### src/rtl/jst_pkg.sv
`timescale 1ns / 1ps
// shared types, codes and character helpers of the json stream tokenizer
package jst_pkg;

    localparam int POSITION_BITS_DEFAULT = 32;
    localparam int FIFO_DEPTH = 4;

    // one-hot lexer modes
    typedef enum logic [19:0] {
        MODE_IDLE   = 20'h00001,
        MODE_TRUE   = 20'h00002,
        MODE_FALSE  = 20'h00004,
        MODE_NULL   = 20'h00008,
        MODE_STR    = 20'h00010,
        MODE_ESC    = 20'h00020,
        MODE_HEX    = 20'h00040,
        MODE_UTF    = 20'h00080,
        MODE_NMINUS = 20'h00100,
        MODE_NZERO  = 20'h00200,
        MODE_NINT   = 20'h00400,
        MODE_NPOINT = 20'h00800,
        MODE_NFRAC  = 20'h01000,
        MODE_NEXP   = 20'h02000,
        MODE_NESIGN = 20'h04000,
        MODE_NEXPD  = 20'h08000,
        MODE_CSLASH = 20'h10000,
        MODE_CLINE  = 20'h20000,
        MODE_CBLOCK = 20'h40000,
        MODE_CSTAR  = 20'h80000
    } mode_t;

    // token kinds
    localparam logic [3:0] K_LBRACE  = 4'd0;
    localparam logic [3:0] K_RBRACE  = 4'd1;
    localparam logic [3:0] K_LBRACK  = 4'd2;
    localparam logic [3:0] K_RBRACK  = 4'd3;
    localparam logic [3:0] K_COMMA   = 4'd4;
    localparam logic [3:0] K_COLON   = 4'd5;
    localparam logic [3:0] K_BOOL    = 4'd6;
    localparam logic [3:0] K_NULL    = 4'd7;
    localparam logic [3:0] K_STRING  = 4'd8;
    localparam logic [3:0] K_ESTRING = 4'd9;
    localparam logic [3:0] K_INT     = 4'd10;
    localparam logic [3:0] K_DOUBLE  = 4'd11;
    localparam logic [3:0] K_ERROR   = 4'd12;
    localparam logic [3:0] K_END     = 4'd13;
    localparam logic [3:0] K_TRUNC   = 4'd14;

    // error codes
    localparam logic [3:0] E_NONE       = 4'd0;
    localparam logic [3:0] E_UTF8       = 4'd1;
    localparam logic [3:0] E_ESCAPE     = 4'd2;
    localparam logic [3:0] E_STR_CHAR   = 4'd3;
    localparam logic [3:0] E_HEX        = 4'd4;
    localparam logic [3:0] E_CHAR       = 4'd5;
    localparam logic [3:0] E_LITERAL    = 4'd6;
    localparam logic [3:0] E_EXP_DIGIT  = 4'd7;
    localparam logic [3:0] E_FRAC_DIGIT = 4'd8;
    localparam logic [3:0] E_SIGN_DIGIT = 4'd9;
    localparam logic [3:0] E_COMMENT    = 4'd10;

    // register indexes
    localparam logic REG_COMMENTS = 1'b0;
    localparam logic REG_UTF8     = 1'b1;

    // utf-8 lead patterns
    localparam logic [2:0] UTF_LEAD2 = 3'h6;
    localparam logic [3:0] UTF_LEAD3 = 4'he;
    localparam logic [4:0] UTF_LEAD4 = 5'h1e;
    localparam logic [1:0] UTF_CONT  = 2'h2;

    // characters
    localparam logic [7:0] CH_LBRACE = 8'h7b;
    localparam logic [7:0] CH_RBRACE = 8'h7d;
    localparam logic [7:0] CH_LBRACK = 8'h5b;
    localparam logic [7:0] CH_RBRACK = 8'h5d;
    localparam logic [7:0] CH_COMMA  = 8'h2c;
    localparam logic [7:0] CH_COLON  = 8'h3a;
    localparam logic [7:0] CH_QUOTE  = 8'h22;
    localparam logic [7:0] CH_BSLASH = 8'h5c;
    localparam logic [7:0] CH_SLASH  = 8'h2f;
    localparam logic [7:0] CH_STAR   = 8'h2a;
    localparam logic [7:0] CH_MINUS  = 8'h2d;
    localparam logic [7:0] CH_PLUS   = 8'h2b;
    localparam logic [7:0] CH_POINT  = 8'h2e;
    localparam logic [7:0] CH_ZERO   = 8'h30;
    localparam logic [7:0] CH_ONE    = 8'h31;
    localparam logic [7:0] CH_NINE   = 8'h39;
    localparam logic [7:0] CH_LF     = 8'h0a;
    localparam logic [7:0] CH_TAB    = 8'h09;
    localparam logic [7:0] CH_VT     = 8'h0b;
    localparam logic [7:0] CH_FF     = 8'h0c;
    localparam logic [7:0] CH_CR     = 8'h0d;
    localparam logic [7:0] CH_SPACE  = 8'h20;
    localparam logic [7:0] CH_T      = 8'h74;
    localparam logic [7:0] CH_F      = 8'h66;
    localparam logic [7:0] CH_N      = 8'h6e;
    localparam logic [7:0] CH_U      = 8'h75;
    localparam logic [7:0] CH_E_LO   = 8'h65;
    localparam logic [7:0] CH_E_UP   = 8'h45;

    typedef struct packed {
        logic comments_enabled;
        logic check_utf8;
    } cfg_t;

    typedef struct packed {
        logic [3:0]  token_kind;
        logic [3:0]  error_code;
        logic [31:0] token_start;
        logic [31:0] token_length;
        logic        last_result;
    } tok_t;

    // results of one beat
    typedef struct packed {
        logic [1:0] count;
        tok_t       r0;
        tok_t       r1;
    } lex_res_t;

    function automatic logic is_digit(input logic [7:0] b);
        return (b >= CH_ZERO) && (b <= CH_NINE);
    endfunction

    function automatic logic is_hex(input logic [7:0] b);
        return is_digit(b) || ((b >= 8'h61) && (b <= 8'h66)) ||
               ((b >= 8'h41) && (b <= 8'h46));
    endfunction

    function automatic logic is_esc(input logic [7:0] b);
        return (b == CH_QUOTE) || (b == CH_BSLASH) || (b == CH_SLASH) ||
               (b == 8'h62) || (b == 8'h66) || (b == 8'h6e) ||
               (b == 8'h72) || (b == 8'h74);
    endfunction

    // tails of true, false, null after the first letter
    function automatic logic [7:0] lit_char(input logic [1:0] w, input logic [1:0] i);
        logic [7:0] c;
        c = 8'h00;
        case (w)
            2'd0:    c = (i == 2'd0) ? 8'h72 : (i == 2'd1) ? 8'h75 : 8'h65;
            2'd1:    c = (i == 2'd0) ? 8'h61 : (i == 2'd1) ? 8'h6c :
                         (i == 2'd2) ? 8'h73 : 8'h65;
            default: c = (i == 2'd0) ? 8'h75 : 8'h6c;
        endcase
        return c;
    endfunction

    function automatic logic [2:0] lit_len(input logic [1:0] w);
        return (w == 2'd1) ? 3'd4 : 3'd3;
    endfunction

endpackage

### src/rtl/jst_in_if.sv
`timescale 1ns / 1ps
// input channel: text bytes and end marker
interface jst_in_if;
    logic       valid;
    logic       ready;
    logic [7:0] text_byte;
    logic       end_marker;

    modport source (output valid, output text_byte, output end_marker, input ready);
    modport sink (input valid, input text_byte, input end_marker, output ready);
endinterface

### src/rtl/jst_out_if.sv
`timescale 1ns / 1ps
// output channel: token records
interface jst_out_if;
    logic        valid;
    logic        ready;
    logic [3:0]  token_kind;
    logic [3:0]  error_code;
    logic [31:0] token_start;
    logic [31:0] token_length;
    logic        last_result;

    modport source (output valid, output token_kind, output error_code, output token_start,
                    output token_length, output last_result, input ready);
    modport sink (input valid, input token_kind, input error_code, input token_start,
                  input token_length, input last_result, output ready);
endinterface

### src/rtl/jst_lexer.sv
`timescale 1ns / 1ps
// lexer state and per-beat token logic
module jst_lexer #(
    parameter int POSITION_BITS = jst_pkg::POSITION_BITS_DEFAULT
) (
    input  logic             clk,
    input  logic             rst_n,
    input  logic             fire,
    input  logic [7:0]       text_byte,
    input  logic             end_marker,
    input  jst_pkg::cfg_t    cfg,
    output jst_pkg::lex_res_t res
);
    import jst_pkg::*;

    localparam int PW = POSITION_BITS;

    mode_t          mode_reg, mode_next;
    logic [1:0]     lit_reg, lit_next;
    logic [2:0]     left_reg, left_next;
    logic           esc_reg, esc_next;
    logic           dbl_reg, dbl_next;
    logic [PW-1:0]  bp_reg, bp_next;
    logic [PW-1:0]  sp_reg, sp_next;
    logic           err_reg, err_next;

    tok_t           slot [2];
    logic [1:0]     n;
    logic           do_idle;
    logic [1:0]     w;
    logic [2:0]     llen;
    logic [PW-1:0]  bp_inc;

    function automatic tok_t mk(input logic [3:0] k, input logic [3:0] e,
                                input logic [64:0] s, input logic [64:0] l);
        tok_t t;
        t.token_kind   = k;
        t.error_code   = e;
        t.token_start  = (s > 65'h0_FFFF_FFFF) ? 32'hFFFF_FFFF : s[31:0];
        t.token_length = (l > 65'h0_FFFF_FFFF) ? 32'hFFFF_FFFF : l[31:0];
        t.last_result  = 1'b0;
        return t;
    endfunction

    assign bp_inc = (bp_reg != {PW{1'b1}}) ? bp_reg + 1'b1 : bp_reg;
    assign w = (mode_reg == MODE_TRUE) ? 2'd0 : (mode_reg == MODE_FALSE) ? 2'd1 : 2'd2;
    assign llen = lit_len(w);

    always_comb
    begin
        mode_next = mode_reg;
        lit_next  = lit_reg;
        left_next = left_reg;
        esc_next  = esc_reg;
        dbl_next  = dbl_reg;
        bp_next   = bp_reg;
        sp_next   = sp_reg;
        err_next  = err_reg;
        slot[0]   = '0;
        slot[1]   = '0;
        n         = 2'd0;
        do_idle   = 1'b0;

        if (fire && end_marker)
        begin
            if (err_reg)
            begin
                slot[n[0]] = mk(K_TRUNC, E_NONE, 65'(bp_reg), '0);
                n = n + 2'd1;
            end
            else
            begin
                unique case (mode_reg)
                    MODE_IDLE:
                    begin
                        slot[n[0]] = mk(K_END, E_NONE, 65'(bp_reg), '0);
                        n = n + 2'd1;
                    end
                    MODE_NZERO, MODE_NINT, MODE_NFRAC, MODE_NEXPD:
                    begin
                        slot[n[0]] = mk(dbl_reg ? K_DOUBLE : K_INT, E_NONE, 65'(sp_reg),
                                        65'(bp_reg - sp_reg));
                        n = n + 2'd1;
                        slot[n[0]] = mk(K_END, E_NONE, 65'(bp_reg), '0);
                        n = n + 2'd1;
                    end
                    MODE_NMINUS:
                    begin
                        slot[n[0]] = mk(K_ERROR, E_SIGN_DIGIT, 65'(bp_reg), '0);
                        n = n + 2'd1;
                    end
                    MODE_NPOINT:
                    begin
                        slot[n[0]] = mk(K_ERROR, E_FRAC_DIGIT, 65'(bp_reg), '0);
                        n = n + 2'd1;
                    end
                    MODE_NEXP, MODE_NESIGN:
                    begin
                        slot[n[0]] = mk(K_ERROR, E_EXP_DIGIT, 65'(bp_reg), '0);
                        n = n + 2'd1;
                    end
                    default:
                    begin
                        slot[n[0]] = mk(K_TRUNC, E_NONE, 65'(bp_reg), '0);
                        n = n + 2'd1;
                    end
                endcase
            end
            mode_next = MODE_IDLE;
            lit_next  = '0;
            left_next = '0;
            esc_next  = 1'b0;
            dbl_next  = 1'b0;
            bp_next   = '0;
            sp_next   = '0;
            err_next  = 1'b0;
        end
        else if (fire && !err_reg)
        begin
            bp_next = bp_inc;
            unique case (mode_reg)
                MODE_TRUE, MODE_FALSE, MODE_NULL:
                begin
                    if (({1'b0, lit_reg} >= llen) || (text_byte != lit_char(w, lit_reg)))
                    begin
                        slot[n[0]] = mk(K_ERROR, E_LITERAL, 65'(bp_reg), '0);
                        n = n + 2'd1;
                        err_next = 1'b1;
                        mode_next = MODE_IDLE;
                    end
                    else if ((3'(lit_reg) + 3'd1) == llen)
                    begin
                        slot[n[0]] = mk((w == 2'd2) ? K_NULL : K_BOOL, E_NONE, 65'(sp_reg),
                                        65'(bp_reg) - 65'(sp_reg) + 65'd1);
                        n = n + 2'd1;
                        mode_next = MODE_IDLE;
                        lit_next = '0;
                    end
                    else
                    begin
                        lit_next = lit_reg + 2'd1;
                    end
                end
                MODE_STR:
                begin
                    if (text_byte == CH_QUOTE)
                    begin
                        slot[n[0]] = mk(esc_reg ? K_ESTRING : K_STRING, E_NONE, 65'(sp_reg),
                                        (bp_reg >= sp_reg) ? 65'(bp_reg - sp_reg) : '0);
                        n = n + 2'd1;
                        mode_next = MODE_IDLE;
                    end
                    else if (text_byte == CH_BSLASH)
                    begin
                        esc_next = 1'b1;
                        mode_next = MODE_ESC;
                    end
                    else if (text_byte < CH_SPACE)
                    begin
                        slot[n[0]] = mk(K_ERROR, E_STR_CHAR, 65'(bp_reg), '0);
                        n = n + 2'd1;
                        err_next = 1'b1;
                        mode_next = MODE_IDLE;
                    end
                    else if (text_byte[7] && cfg.check_utf8)
                    begin
                        if (text_byte[7:5] == UTF_LEAD2)
                        begin
                            left_next = 3'd1;
                            mode_next = MODE_UTF;
                        end
                        else if (text_byte[7:4] == UTF_LEAD3)
                        begin
                            left_next = 3'd2;
                            mode_next = MODE_UTF;
                        end
                        else if (text_byte[7:3] == UTF_LEAD4)
                        begin
                            left_next = 3'd3;
                            mode_next = MODE_UTF;
                        end
                        else
                        begin
                            slot[n[0]] = mk(K_ERROR, E_UTF8, 65'(bp_reg), '0);
                            n = n + 2'd1;
                            err_next = 1'b1;
                            mode_next = MODE_IDLE;
                        end
                    end
                end
                MODE_ESC:
                begin
                    if (text_byte == CH_U)
                    begin
                        mode_next = MODE_HEX;
                        left_next = 3'd4;
                    end
                    else if (is_esc(text_byte))
                    begin
                        mode_next = MODE_STR;
                    end
                    else
                    begin
                        slot[n[0]] = mk(K_ERROR, E_ESCAPE, 65'(bp_reg), '0);
                        n = n + 2'd1;
                        err_next = 1'b1;
                        mode_next = MODE_IDLE;
                    end
                end
                MODE_HEX, MODE_UTF:
                begin
                    if ((mode_reg == MODE_HEX) ? !is_hex(text_byte)
                                               : (text_byte[7:6] != UTF_CONT))
                    begin
                        slot[n[0]] = mk(K_ERROR, (mode_reg == MODE_HEX) ? E_HEX : E_UTF8,
                                        65'(bp_reg), '0);
                        n = n + 2'd1;
                        err_next = 1'b1;
                        mode_next = MODE_IDLE;
                    end
                    else if (left_reg <= 3'd1)
                    begin
                        left_next = '0;
                        mode_next = MODE_STR;
                    end
                    else
                    begin
                        left_next = left_reg - 3'd1;
                    end
                end
                MODE_NMINUS:
                begin
                    if (text_byte == CH_ZERO)
                        mode_next = MODE_NZERO;
                    else if (is_digit(text_byte))
                        mode_next = MODE_NINT;
                    else
                    begin
                        slot[n[0]] = mk(K_ERROR, E_SIGN_DIGIT, 65'(bp_reg), '0);
                        n = n + 2'd1;
                        err_next = 1'b1;
                        mode_next = MODE_IDLE;
                    end
                end
                MODE_NZERO, MODE_NINT, MODE_NFRAC, MODE_NEXPD:
                begin
                    if (is_digit(text_byte) && (mode_reg != MODE_NZERO))
                    begin
                        mode_next = mode_reg;
                    end
                    else if ((text_byte == CH_POINT) && (mode_reg != MODE_NFRAC)
                             && (mode_reg != MODE_NEXPD))
                    begin
                        mode_next = MODE_NPOINT;
                        dbl_next = 1'b1;
                    end
                    else if (((text_byte == CH_E_LO) || (text_byte == CH_E_UP))
                             && (mode_reg != MODE_NEXPD))
                    begin
                        mode_next = MODE_NEXP;
                        dbl_next = 1'b1;
                    end
                    else
                    begin
                        slot[n[0]] = mk(dbl_reg ? K_DOUBLE : K_INT, E_NONE, 65'(sp_reg),
                                        65'(bp_reg - sp_reg));
                        n = n + 2'd1;
                        mode_next = MODE_IDLE;
                        do_idle = 1'b1;
                    end
                end
                MODE_NPOINT:
                begin
                    if (is_digit(text_byte))
                        mode_next = MODE_NFRAC;
                    else
                    begin
                        slot[n[0]] = mk(K_ERROR, E_FRAC_DIGIT, 65'(bp_reg), '0);
                        n = n + 2'd1;
                        err_next = 1'b1;
                        mode_next = MODE_IDLE;
                    end
                end
                MODE_NEXP, MODE_NESIGN:
                begin
                    if ((mode_reg == MODE_NEXP) &&
                        ((text_byte == CH_PLUS) || (text_byte == CH_MINUS)))
                        mode_next = MODE_NESIGN;
                    else if (is_digit(text_byte))
                        mode_next = MODE_NEXPD;
                    else
                    begin
                        slot[n[0]] = mk(K_ERROR, E_EXP_DIGIT, 65'(bp_reg), '0);
                        n = n + 2'd1;
                        err_next = 1'b1;
                        mode_next = MODE_IDLE;
                    end
                end
                MODE_CSLASH:
                begin
                    if (text_byte == CH_SLASH)
                        mode_next = MODE_CLINE;
                    else if (text_byte == CH_STAR)
                        mode_next = MODE_CBLOCK;
                    else
                    begin
                        slot[n[0]] = mk(K_ERROR, E_CHAR, 65'(bp_reg), '0);
                        n = n + 2'd1;
                        err_next = 1'b1;
                        mode_next = MODE_IDLE;
                    end
                end
                MODE_CLINE:
                begin
                    if (text_byte == CH_LF)
                        mode_next = MODE_IDLE;
                end
                MODE_CBLOCK:
                begin
                    if (text_byte == CH_STAR)
                        mode_next = MODE_CSTAR;
                end
                MODE_CSTAR:
                begin
                    if (text_byte == CH_SLASH)
                        mode_next = MODE_IDLE;
                    else if (text_byte != CH_STAR)
                        mode_next = MODE_CBLOCK;
                end
                default:
                begin
                    mode_next = MODE_IDLE;
                    do_idle = 1'b1;
                end
            endcase

            // byte lexed between tokens, also the byte that ends a number
            if (do_idle)
            begin
                sp_next = bp_reg;
                case (text_byte) inside
                    CH_LBRACE, CH_RBRACE, CH_LBRACK, CH_RBRACK, CH_COMMA, CH_COLON:
                    begin
                        slot[n[0]] = mk((text_byte == CH_LBRACE) ? K_LBRACE :
                                        (text_byte == CH_RBRACE) ? K_RBRACE :
                                        (text_byte == CH_LBRACK) ? K_LBRACK :
                                        (text_byte == CH_RBRACK) ? K_RBRACK :
                                        (text_byte == CH_COMMA)  ? K_COMMA : K_COLON,
                                        E_NONE, 65'(bp_reg), 65'd1);
                        n = n + 2'd1;
                    end
                    CH_TAB, CH_LF, CH_VT, CH_FF, CH_CR, CH_SPACE:
                    begin
                        mode_next = MODE_IDLE;
                    end
                    CH_T:
                    begin
                        mode_next = MODE_TRUE;
                        lit_next = '0;
                    end
                    CH_F:
                    begin
                        mode_next = MODE_FALSE;
                        lit_next = '0;
                    end
                    CH_N:
                    begin
                        mode_next = MODE_NULL;
                        lit_next = '0;
                    end
                    CH_QUOTE:
                    begin
                        mode_next = MODE_STR;
                        esc_next = 1'b0;
                        sp_next = bp_inc;
                    end
                    CH_MINUS:
                    begin
                        mode_next = MODE_NMINUS;
                        dbl_next = 1'b0;
                    end
                    CH_ZERO:
                    begin
                        mode_next = MODE_NZERO;
                        dbl_next = 1'b0;
                    end
                    [CH_ONE:CH_NINE]:
                    begin
                        mode_next = MODE_NINT;
                        dbl_next = 1'b0;
                    end
                    CH_SLASH:
                    begin
                        if (cfg.comments_enabled)
                            mode_next = MODE_CSLASH;
                        else
                        begin
                            slot[n[0]] = mk(K_ERROR, E_COMMENT, 65'(bp_reg), '0);
                            n = n + 2'd1;
                            err_next = 1'b1;
                        end
                    end
                    default:
                    begin
                        slot[n[0]] = mk(K_ERROR, E_CHAR, 65'(bp_reg), '0);
                        n = n + 2'd1;
                        err_next = 1'b1;
                    end
                endcase
            end
        end

        if (n == 2'd1)
            slot[0].last_result = 1'b1;
        if (n == 2'd2)
            slot[1].last_result = 1'b1;
    end

    assign res.count = n;
    assign res.r0 = slot[0];
    assign res.r1 = slot[1];

    always_ff @(posedge clk or negedge rst_n)
    begin
        if (!rst_n)
        begin
            mode_reg <= MODE_IDLE;
            lit_reg  <= '0;
            left_reg <= '0;
            esc_reg  <= 1'b0;
            dbl_reg  <= 1'b0;
            bp_reg   <= '0;
            sp_reg   <= '0;
            err_reg  <= 1'b0;
        end
        else
        begin
            mode_reg <= mode_next;
            lit_reg  <= lit_next;
            left_reg <= left_next;
            esc_reg  <= esc_next;
            dbl_reg  <= dbl_next;
            bp_reg   <= bp_next;
            sp_reg   <= sp_next;
            err_reg  <= err_next;
        end
    end

    a_held_quiet: assert property (@(posedge clk) disable iff (!rst_n)
        (fire && !end_marker && err_reg) |-> (n == 2'd0))
        else $error("result while error held");
    a_end_clears: assert property (@(posedge clk) disable iff (!rst_n)
        (fire && end_marker) |=> ((bp_reg == '0) && !err_reg && (mode_reg == MODE_IDLE)))
        else $error("end marker did not clear state");
    a_pair_number: assert property (@(posedge clk) disable iff (!rst_n)
        (n == 2'd2) |-> ((slot[0].token_kind == K_INT) || (slot[0].token_kind == K_DOUBLE)))
        else $error("two results not led by a number");
endmodule

### src/rtl/jst_out_fifo.sv
`timescale 1ns / 1ps
// small result queue, takes up to two records per beat
module jst_out_fifo (
    input  logic              clk,
    input  logic              rst_n,
    input  jst_pkg::lex_res_t res,
    output logic              room,
    jst_out_if.source         token_out
);
    import jst_pkg::*;

    localparam int AW = $clog2(FIFO_DEPTH);

    tok_t            mem_reg [FIFO_DEPTH];
    logic [AW-1:0]   wp_reg, wp_next;
    logic [AW-1:0]   rp_reg, rp_next;
    logic [AW:0]     cnt_reg, cnt_next;
    logic            pop;
    tok_t            head;

    assign room = (cnt_reg <= (AW + 1)'(FIFO_DEPTH - 2));
    assign pop  = token_out.valid && token_out.ready;
    assign head = mem_reg[rp_reg];

    assign token_out.valid        = (cnt_reg != '0);
    assign token_out.token_kind   = head.token_kind;
    assign token_out.error_code   = head.error_code;
    assign token_out.token_start  = head.token_start;
    assign token_out.token_length = head.token_length;
    assign token_out.last_result  = head.last_result;

    always_comb
    begin
        wp_next  = wp_reg + AW'(res.count);
        rp_next  = pop ? rp_reg + 1'b1 : rp_reg;
        cnt_next = cnt_reg + (AW + 1)'(res.count) - (AW + 1)'(pop);
    end

    always_ff @(posedge clk)
    begin
        if (res.count != 2'd0)
            mem_reg[wp_reg] <= res.r0;
        if (res.count == 2'd2)
            mem_reg[wp_reg + 1'b1] <= res.r1;
    end

    always_ff @(posedge clk or negedge rst_n)
    begin
        if (!rst_n)
        begin
            wp_reg  <= '0;
            rp_reg  <= '0;
            cnt_reg <= '0;
        end
        else
        begin
            wp_reg  <= wp_next;
            rp_reg  <= rp_next;
            cnt_reg <= cnt_next;
        end
    end

    a_no_overflow: assert property (@(posedge clk) disable iff (!rst_n)
        (res.count != 2'd0) |-> room)
        else $error("push into full queue");
    a_bounded: assert property (@(posedge clk) disable iff (!rst_n)
        cnt_reg <= (AW + 1)'(FIFO_DEPTH))
        else $error("queue count out of range");
    a_pop_only: assert property (@(posedge clk) disable iff (!rst_n)
        (pop && (res.count == 2'd0)) |=> (cnt_reg == $past(cnt_reg) - 1'b1))
        else $error("queue count lost a pop");
endmodule

### src/rtl/json_stream_tokenizer.sv
`timescale 1ns / 1ps
// top level of the json stream tokenizer
//
// byte_in carries one byte of json text per beat, or an end marker beat that
// closes the input. token_out carries token records: kind, error code,
// start position, length and a flag on the last record of each input beat.
// an input beat gives zero, one or two records; two come when a byte ends a
// number and then starts or is a token of its own, or when the end marker
// closes a number. the lexer decodes each accepted beat combinationally from
// its mode registers; records are registered into a four-entry queue that
// drives token_out.
// throughput is one byte per cycle; byte_in.ready drops only while the queue
// holds more than two records, which happens when token_out is stalled or
// after beats that gave two records.
// the apb port holds two registers: comments_enabled at 0x0 and check_utf8
// at 0x4; write them only while no beat is in flight. reset (rst_n low)
// clears the lexer, empties the queue and restores the register defaults.
module json_stream_tokenizer #(
    parameter int POSITION_BITS = jst_pkg::POSITION_BITS_DEFAULT
) (
    input  logic        clk,
    input  logic        rst_n,
    jst_in_if.sink      byte_in,
    jst_out_if.source   token_out,
    input  logic        psel,
    input  logic        penable,
    input  logic        pwrite,
    input  logic [2:0]  paddr,
    input  logic [31:0] pwdata,
    output logic [31:0] prdata,
    output logic        pready
);
    import jst_pkg::*;

    cfg_t      cfg_reg;
    lex_res_t  res;
    logic      room;
    logic      fire;

    // config registers, written on the access phase
    assign pready = 1'b1;

    always_ff @(posedge clk or negedge rst_n)
    begin
        if (!rst_n)
        begin
            cfg_reg.comments_enabled <= 1'b0;
            cfg_reg.check_utf8       <= 1'b1;
        end
        else if (psel && penable && pwrite)
        begin
            unique case (paddr[2])
                REG_COMMENTS: cfg_reg.comments_enabled <= pwdata[0];
                REG_UTF8:     cfg_reg.check_utf8       <= pwdata[0];
                default:      cfg_reg <= cfg_reg;
            endcase
        end
    end

    always_comb
    begin
        unique case (paddr[2])
            REG_COMMENTS: prdata = {31'b0, cfg_reg.comments_enabled};
            REG_UTF8:     prdata = {31'b0, cfg_reg.check_utf8};
            default:      prdata = '0;
        endcase
    end

    // accept a beat whenever the queue can take two more records
    assign byte_in.ready = room;
    assign fire = byte_in.valid && room;

    jst_lexer #(
        .POSITION_BITS (POSITION_BITS)
    ) u_lexer (
        .clk        (clk),
        .rst_n      (rst_n),
        .fire       (fire),
        .text_byte  (byte_in.text_byte),
        .end_marker (byte_in.end_marker),
        .cfg        (cfg_reg),
        .res        (res)
    );

    jst_out_fifo u_fifo (
        .clk       (clk),
        .rst_n     (rst_n),
        .res       (res),
        .room      (room),
        .token_out (token_out)
    );
endmodule
### src/flat_wrapper.sv
// flat-port wrapper written by rule: the top's interface ports become plain ports
module json_stream_tokenizer_flat import jst_pkg::*;
#(
    parameter int POSITION_BITS = jst_pkg::POSITION_BITS_DEFAULT
)
  (clk, rst_n, psel, penable, pwrite, paddr, pwdata, prdata, pready, byte_in_valid, byte_in_text_byte, byte_in_end_marker, byte_in_ready, token_out_valid, token_out_token_kind, token_out_error_code, token_out_token_start, token_out_token_length, token_out_last_result, token_out_ready);
  jst_in_if byte_in_i ();
  jst_out_if token_out_i ();
  input  logic clk;
  input  logic rst_n;
  input  logic psel;
  input  logic penable;
  input  logic pwrite;
  input  logic [2:0] paddr;
  input  logic [31:0] pwdata;
  output logic [31:0] prdata;
  output logic pready;
  input wire logic [$bits(byte_in_i.valid)-1:0] byte_in_valid;
  input wire logic [$bits(byte_in_i.text_byte)-1:0] byte_in_text_byte;
  input wire logic [$bits(byte_in_i.end_marker)-1:0] byte_in_end_marker;
  output wire logic [$bits(byte_in_i.ready)-1:0] byte_in_ready;
  output wire logic [$bits(token_out_i.valid)-1:0] token_out_valid;
  output wire logic [$bits(token_out_i.token_kind)-1:0] token_out_token_kind;
  output wire logic [$bits(token_out_i.error_code)-1:0] token_out_error_code;
  output wire logic [$bits(token_out_i.token_start)-1:0] token_out_token_start;
  output wire logic [$bits(token_out_i.token_length)-1:0] token_out_token_length;
  output wire logic [$bits(token_out_i.last_result)-1:0] token_out_last_result;
  input wire logic [$bits(token_out_i.ready)-1:0] token_out_ready;
  assign byte_in_i.valid = byte_in_valid;
  assign byte_in_i.text_byte = byte_in_text_byte;
  assign byte_in_i.end_marker = byte_in_end_marker;
  assign byte_in_ready = byte_in_i.ready;
  assign token_out_valid = token_out_i.valid;
  assign token_out_token_kind = token_out_i.token_kind;
  assign token_out_error_code = token_out_i.error_code;
  assign token_out_token_start = token_out_i.token_start;
  assign token_out_token_length = token_out_i.token_length;
  assign token_out_last_result = token_out_i.last_result;
  assign token_out_i.ready = token_out_ready;
  json_stream_tokenizer #(.POSITION_BITS(POSITION_BITS)) u_core (.clk(clk), .rst_n(rst_n), .byte_in(byte_in_i), .token_out(token_out_i), .psel(psel), .penable(penable), .pwrite(pwrite), .paddr(paddr), .pwdata(pwdata), .prdata(prdata), .pready(pready));
endmodule
### config.mk
export PLATFORM = sky130hd
export DESIGN_NAME = json_stream_tokenizer_flat
export DESIGN_NICKNAME = d
export VERILOG_FILES = /design/src/rtl/jst_pkg.sv /design/src/rtl/jst_in_if.sv /design/src/rtl/jst_out_if.sv /design/src/rtl/jst_lexer.sv /design/src/rtl/jst_out_fifo.sv /design/src/rtl/json_stream_tokenizer.sv /design/src/flat_wrapper.sv
export SDC_FILE = /design/constraint.sdc
export NUM_CORES = 1
export LEC_CHECK = 0
export BUFFER_PORTS_ARGS = -buffer_cell sky130_fd_sc_hd__clkbuf_2
export CORE_MARGIN = 2
export CORE_UTILIZATION = 41
export DETAILED_ROUTE_END_ITERATION = 12
export PLACE_DENSITY = 0.6
export SLEW_MARGIN = 20
export SYNTH_ARGS = -nofsm -noshare
export SYNTH_HDL_FRONTEND = slang
export SYNTH_SLANG_ARGS = --single-unit
### constraint.sdc
create_clock -name clk -period 14.3 [get_ports clk]
set_clock_uncertainty 0.2 [all_clocks]
set_input_delay 2.86 -clock clk [delete_from_list [all_inputs] [get_ports clk]]
set_output_delay 2.86 -clock clk [all_outputs]
set_load 0.005 [all_outputs]
==> flow_metrics.tcl <==
set metrics [dict create \
    tightestPinTransition_ns 1.07 \
    die_y_um 253 \
    rsz0062_at_grt "no" \
    cts_tree "built" \
    ios 159 \
    coreArea_um2 61500 \
    hold_viol 0 \
    fin_hold_ws_ns 0.297 \
    grt_pass1_wl_mm 125 \
    final.period_utilization 0.666 \
    synth_top_area_cell "edfxtp_1" \
    status "completed" \
    ys.flop_type "edfxtp_1" \
    drv_slew 0 \
    grt-ovfl-total 0 \
    post_dp_cell_area_um2 26500 \
    relSlewSlack 0.288 \
    drt_iter0_drc 1866 \
    die_area_um2 63900 \
    wl_per_cell_um 23.9 \
    setup_tns_ns 0 \
    path_clk_slew_ns 0.06 \
    ir_worst_vdd_mv 0.0895 \
    post-place-cells 3338 \
    netlist_area_um2 25400 \
    start_util 0.413 \
    synth_top_cell_area_share 0.345 \
    rows 91 \
    synth-edff-count 292 \
    via_per_inst 6.24 \
    start_kind "input port" \
    numCtsBuffers 43 \
    drv_cap 0 \
    layout_min_cycle_time_ns 9.52 \
    yosysSeqAreaShare 0.445 \
    track_usage 0.253 \
    stdcell_area_um2 27900 \
    crit_type "in2reg" \
    antenna_found_initial 2 \
    worstPathArrival_ns 9.51 \
    drtAntennaViolNets 0 \
    crit_path_end_kind "flop" \
    post-cts-setup-buffers 0 \
    r2r_slack_ns 5.90 \
    highest_layer "met4" \
    r2r-end "u_core.u_fifo.mem_reg[1][24]" \
    powerDensity_nw_per_um2 157 \
    die_x_um 253 \
    routed-wl-met3_mm 4.64 \
    leakagePower_nw 10.4 \
    hold_path_startpoint "u_core.u_fifo.cnt_reg[2]" \
    syn2layout_area_growth_pct 10.0 \
    largest_register_ffs 292 \
    yosysUniqueCellTypes 93 \
    remaining_drc_errors 0 \
    ys_seq_elements 393 \
    final_util 0.454 \
    drt_wl_total_mm 81.8 \
    port_buffers 93 \
    required_ns 14.29 \
    clockRootBuffer "clkbuf_16" \
    hp-class "reg2reg" \
    final_layout_size_suffix_gt1_frac 0.134 \
    postSynthAreaPerCell_um2 9.76 \
    hold_depth 1 \
    clk_latency_ns 0.57 \
    setup_viol 0 \
    htree_levels 2 \
    gp_congestion 0.985 \
    wl_met1_mm 34.2 \
    postSynthCellCount 2601 \
    fmax_mhz 105 \
    hold_buffers 0 \
    ys_top_cells_by_area "edfxtp_1, dfrtp_1, mux4_2, nand2_1, o2bb2ai_1" \
    dr_total_vias 21300 \
    cts_max_path_buffers 3 \
    crit_fanout 45 \
    grt_pass1_vias 21000 \
    nets 2701 \
    ys_async_sr_fraction 0.257 \
    wl_met2_mm 40.2 \
    reg2reg_depth 22 \
    holdPathEnd "u_core.u_fifo.cnt_reg[2]" \
    dpl.hpwl_mm 56.8 \
    grt_max_degree 56 \
    clock-sinks 393 \
    layout.cells.non_filler 3417 \
    timing.rr.start "u_core.u_lexer.mode_reg[17]" \
    drtPass1Iterations 6 \
    diodes 0 \
    ctsResizeCount 0 \
    ys_warn_count 0 \
]
worst max-delay path by stage:
stage | to | cells after the start | slack (ns) | start
floorplan | u_core.u_fifo.mem_reg[1][0] | 19 | 4.40 | byte_in_text_byte[7]
global placement | u_core.u_fifo.mem_reg[3][62] | 20 | 4.36 | byte_in_text_byte[5]
detailed placement | u_core.u_fifo.mem_reg[3][62] | 20 | 4.19 | byte_in_text_byte[5]
CTS | u_core.u_fifo.mem_reg[3][72] | 20 | 4.86 | byte_in_text_byte[5]
global route | u_core.u_fifo.mem_reg[1][0] | 20 | 4.41 | byte_in_text_byte[5]
finish | u_core.u_fifo.mem_reg[1][24] | 20 | 4.78 | byte_in_text_byte[5]
report_power, final:
part,total (mW),switching [mW],internal (mW)
combinational,1.75,1.12,0.632
sequential,1.50,0.108,1.39
clock,1.15,0.466,0.680
total,4.40,1.70,2.70
synthesized netlist by cell type, drive strengths merged, types with 26 or more instances:
library cell	number
xnor2	45
inv	76
edfxtp	292
nor2	279
nor3	61
o21ai	185
or3	26
o2bb2ai	131
dfrtp	99
xor2	36
nor4	37
a21oi	125
nand4	44
nand2	324
o31ai	26
nand3	59
and2	28
and3	30
clkbuf	134
mux4	73
buf	87
ha	54
area by class of cell:
| type | count | area (um2) |
|---|---|---|
| sequential | 393 | 11300 |
| clock inverter | 23 | 284 |
| inverter | 76 | 285 |
| multi-input combinational | 1941 | 13100 |
| tap | 790 | 988 |
| clock buffer | 55 | 1150 |
| timing repair buffer | 139 | 853 |
| fill | 5817 | 33600 |
critical path: stages:
cell	delay, ns
clkbuf_2	0.30
nor2b_1	0.47
and2_1	0.32
nand4_1	0.41
o211ai_1	0.33
o32ai_1	0.20
nor2b_1	0.22
and4b_1	0.27
o21a_1	0.32
inv_1	0.16
ha_1	0.30
nand2_1	0.06
a31oi_1	0.21
o22ai_1	0.12
nor2_2	0.55
inv_1	0.30
nand2_1	0.20
o21ai_0	0.25
nor2_4	0.84
buf_4	0.70
cells in the final DEF, fill, tap and decap left out, types with 9 or more instances in the layout:
master	instances
nor3_1	59
o31ai_1	23
ha_1	54
dfrtp_1	97
a21o_1	17
o21ai_0	167
mux2_2	9
nor2_1	274
nand4_1	44
mux4_2	73
o22ai_1	20
inv_1	76
o21ai_1	17
clkbuf_2	92
xnor2_1	45
clkbuf_16	43
a31oi_1	24
or3_1	26
or4_1	10
xor2_1	36
and2_1	26
nor2b_1	16
nor4_1	30
nand2_1	324
and3_1	30
conb_1	32
nand3b_1	18
a21oi_1	121
a211oi_1	19
edfxtp_1	292
o21a_1	9
o211ai_1	14
clkbuf_1	9
o2bb2ai_1	131
buf_4	45
and4_1	12
nand2b_1	16
nand3_1	59
kinds of logic (layout without fill, tap and decap cells):
group                    Yosys count  after routing  share of synthesized area
adder cells (fa/ha/maj)           56             56                     0.0282
flip-flops                       393            393                      0.445
AND/OR/NAND/NOR                  994            994                      0.188
other                              2             32                   0.000296
multiplexers                      94             94                     0.0735
buffers and inverters            297            293                     0.0503
XOR/XNOR                          81             81                     0.0279
AO/OA/AOI/OAI                    684            684                      0.187
metrics by stage:
stage	total power [mW]	setup WS [ns]
2_1_floorplan	2.61	4.40
3_3_place_gp	3.25	4.36
3_5_place_dp	3.26	4.19
4_1_cts	4.41	4.86
5_1_grt	4.60	4.41
6_report	4.40	4.78
layer usage:
metal | vias to the layer above | track usage
met4 | 0 | 0.0932
li1 | 9705 | -
met1 | 10700 | 0.333
met5 | - | 0
met2 | 745 | 0.427
met3 | 153 | 0.0318
No activity file was read; power rests on OpenSTA's default activity.
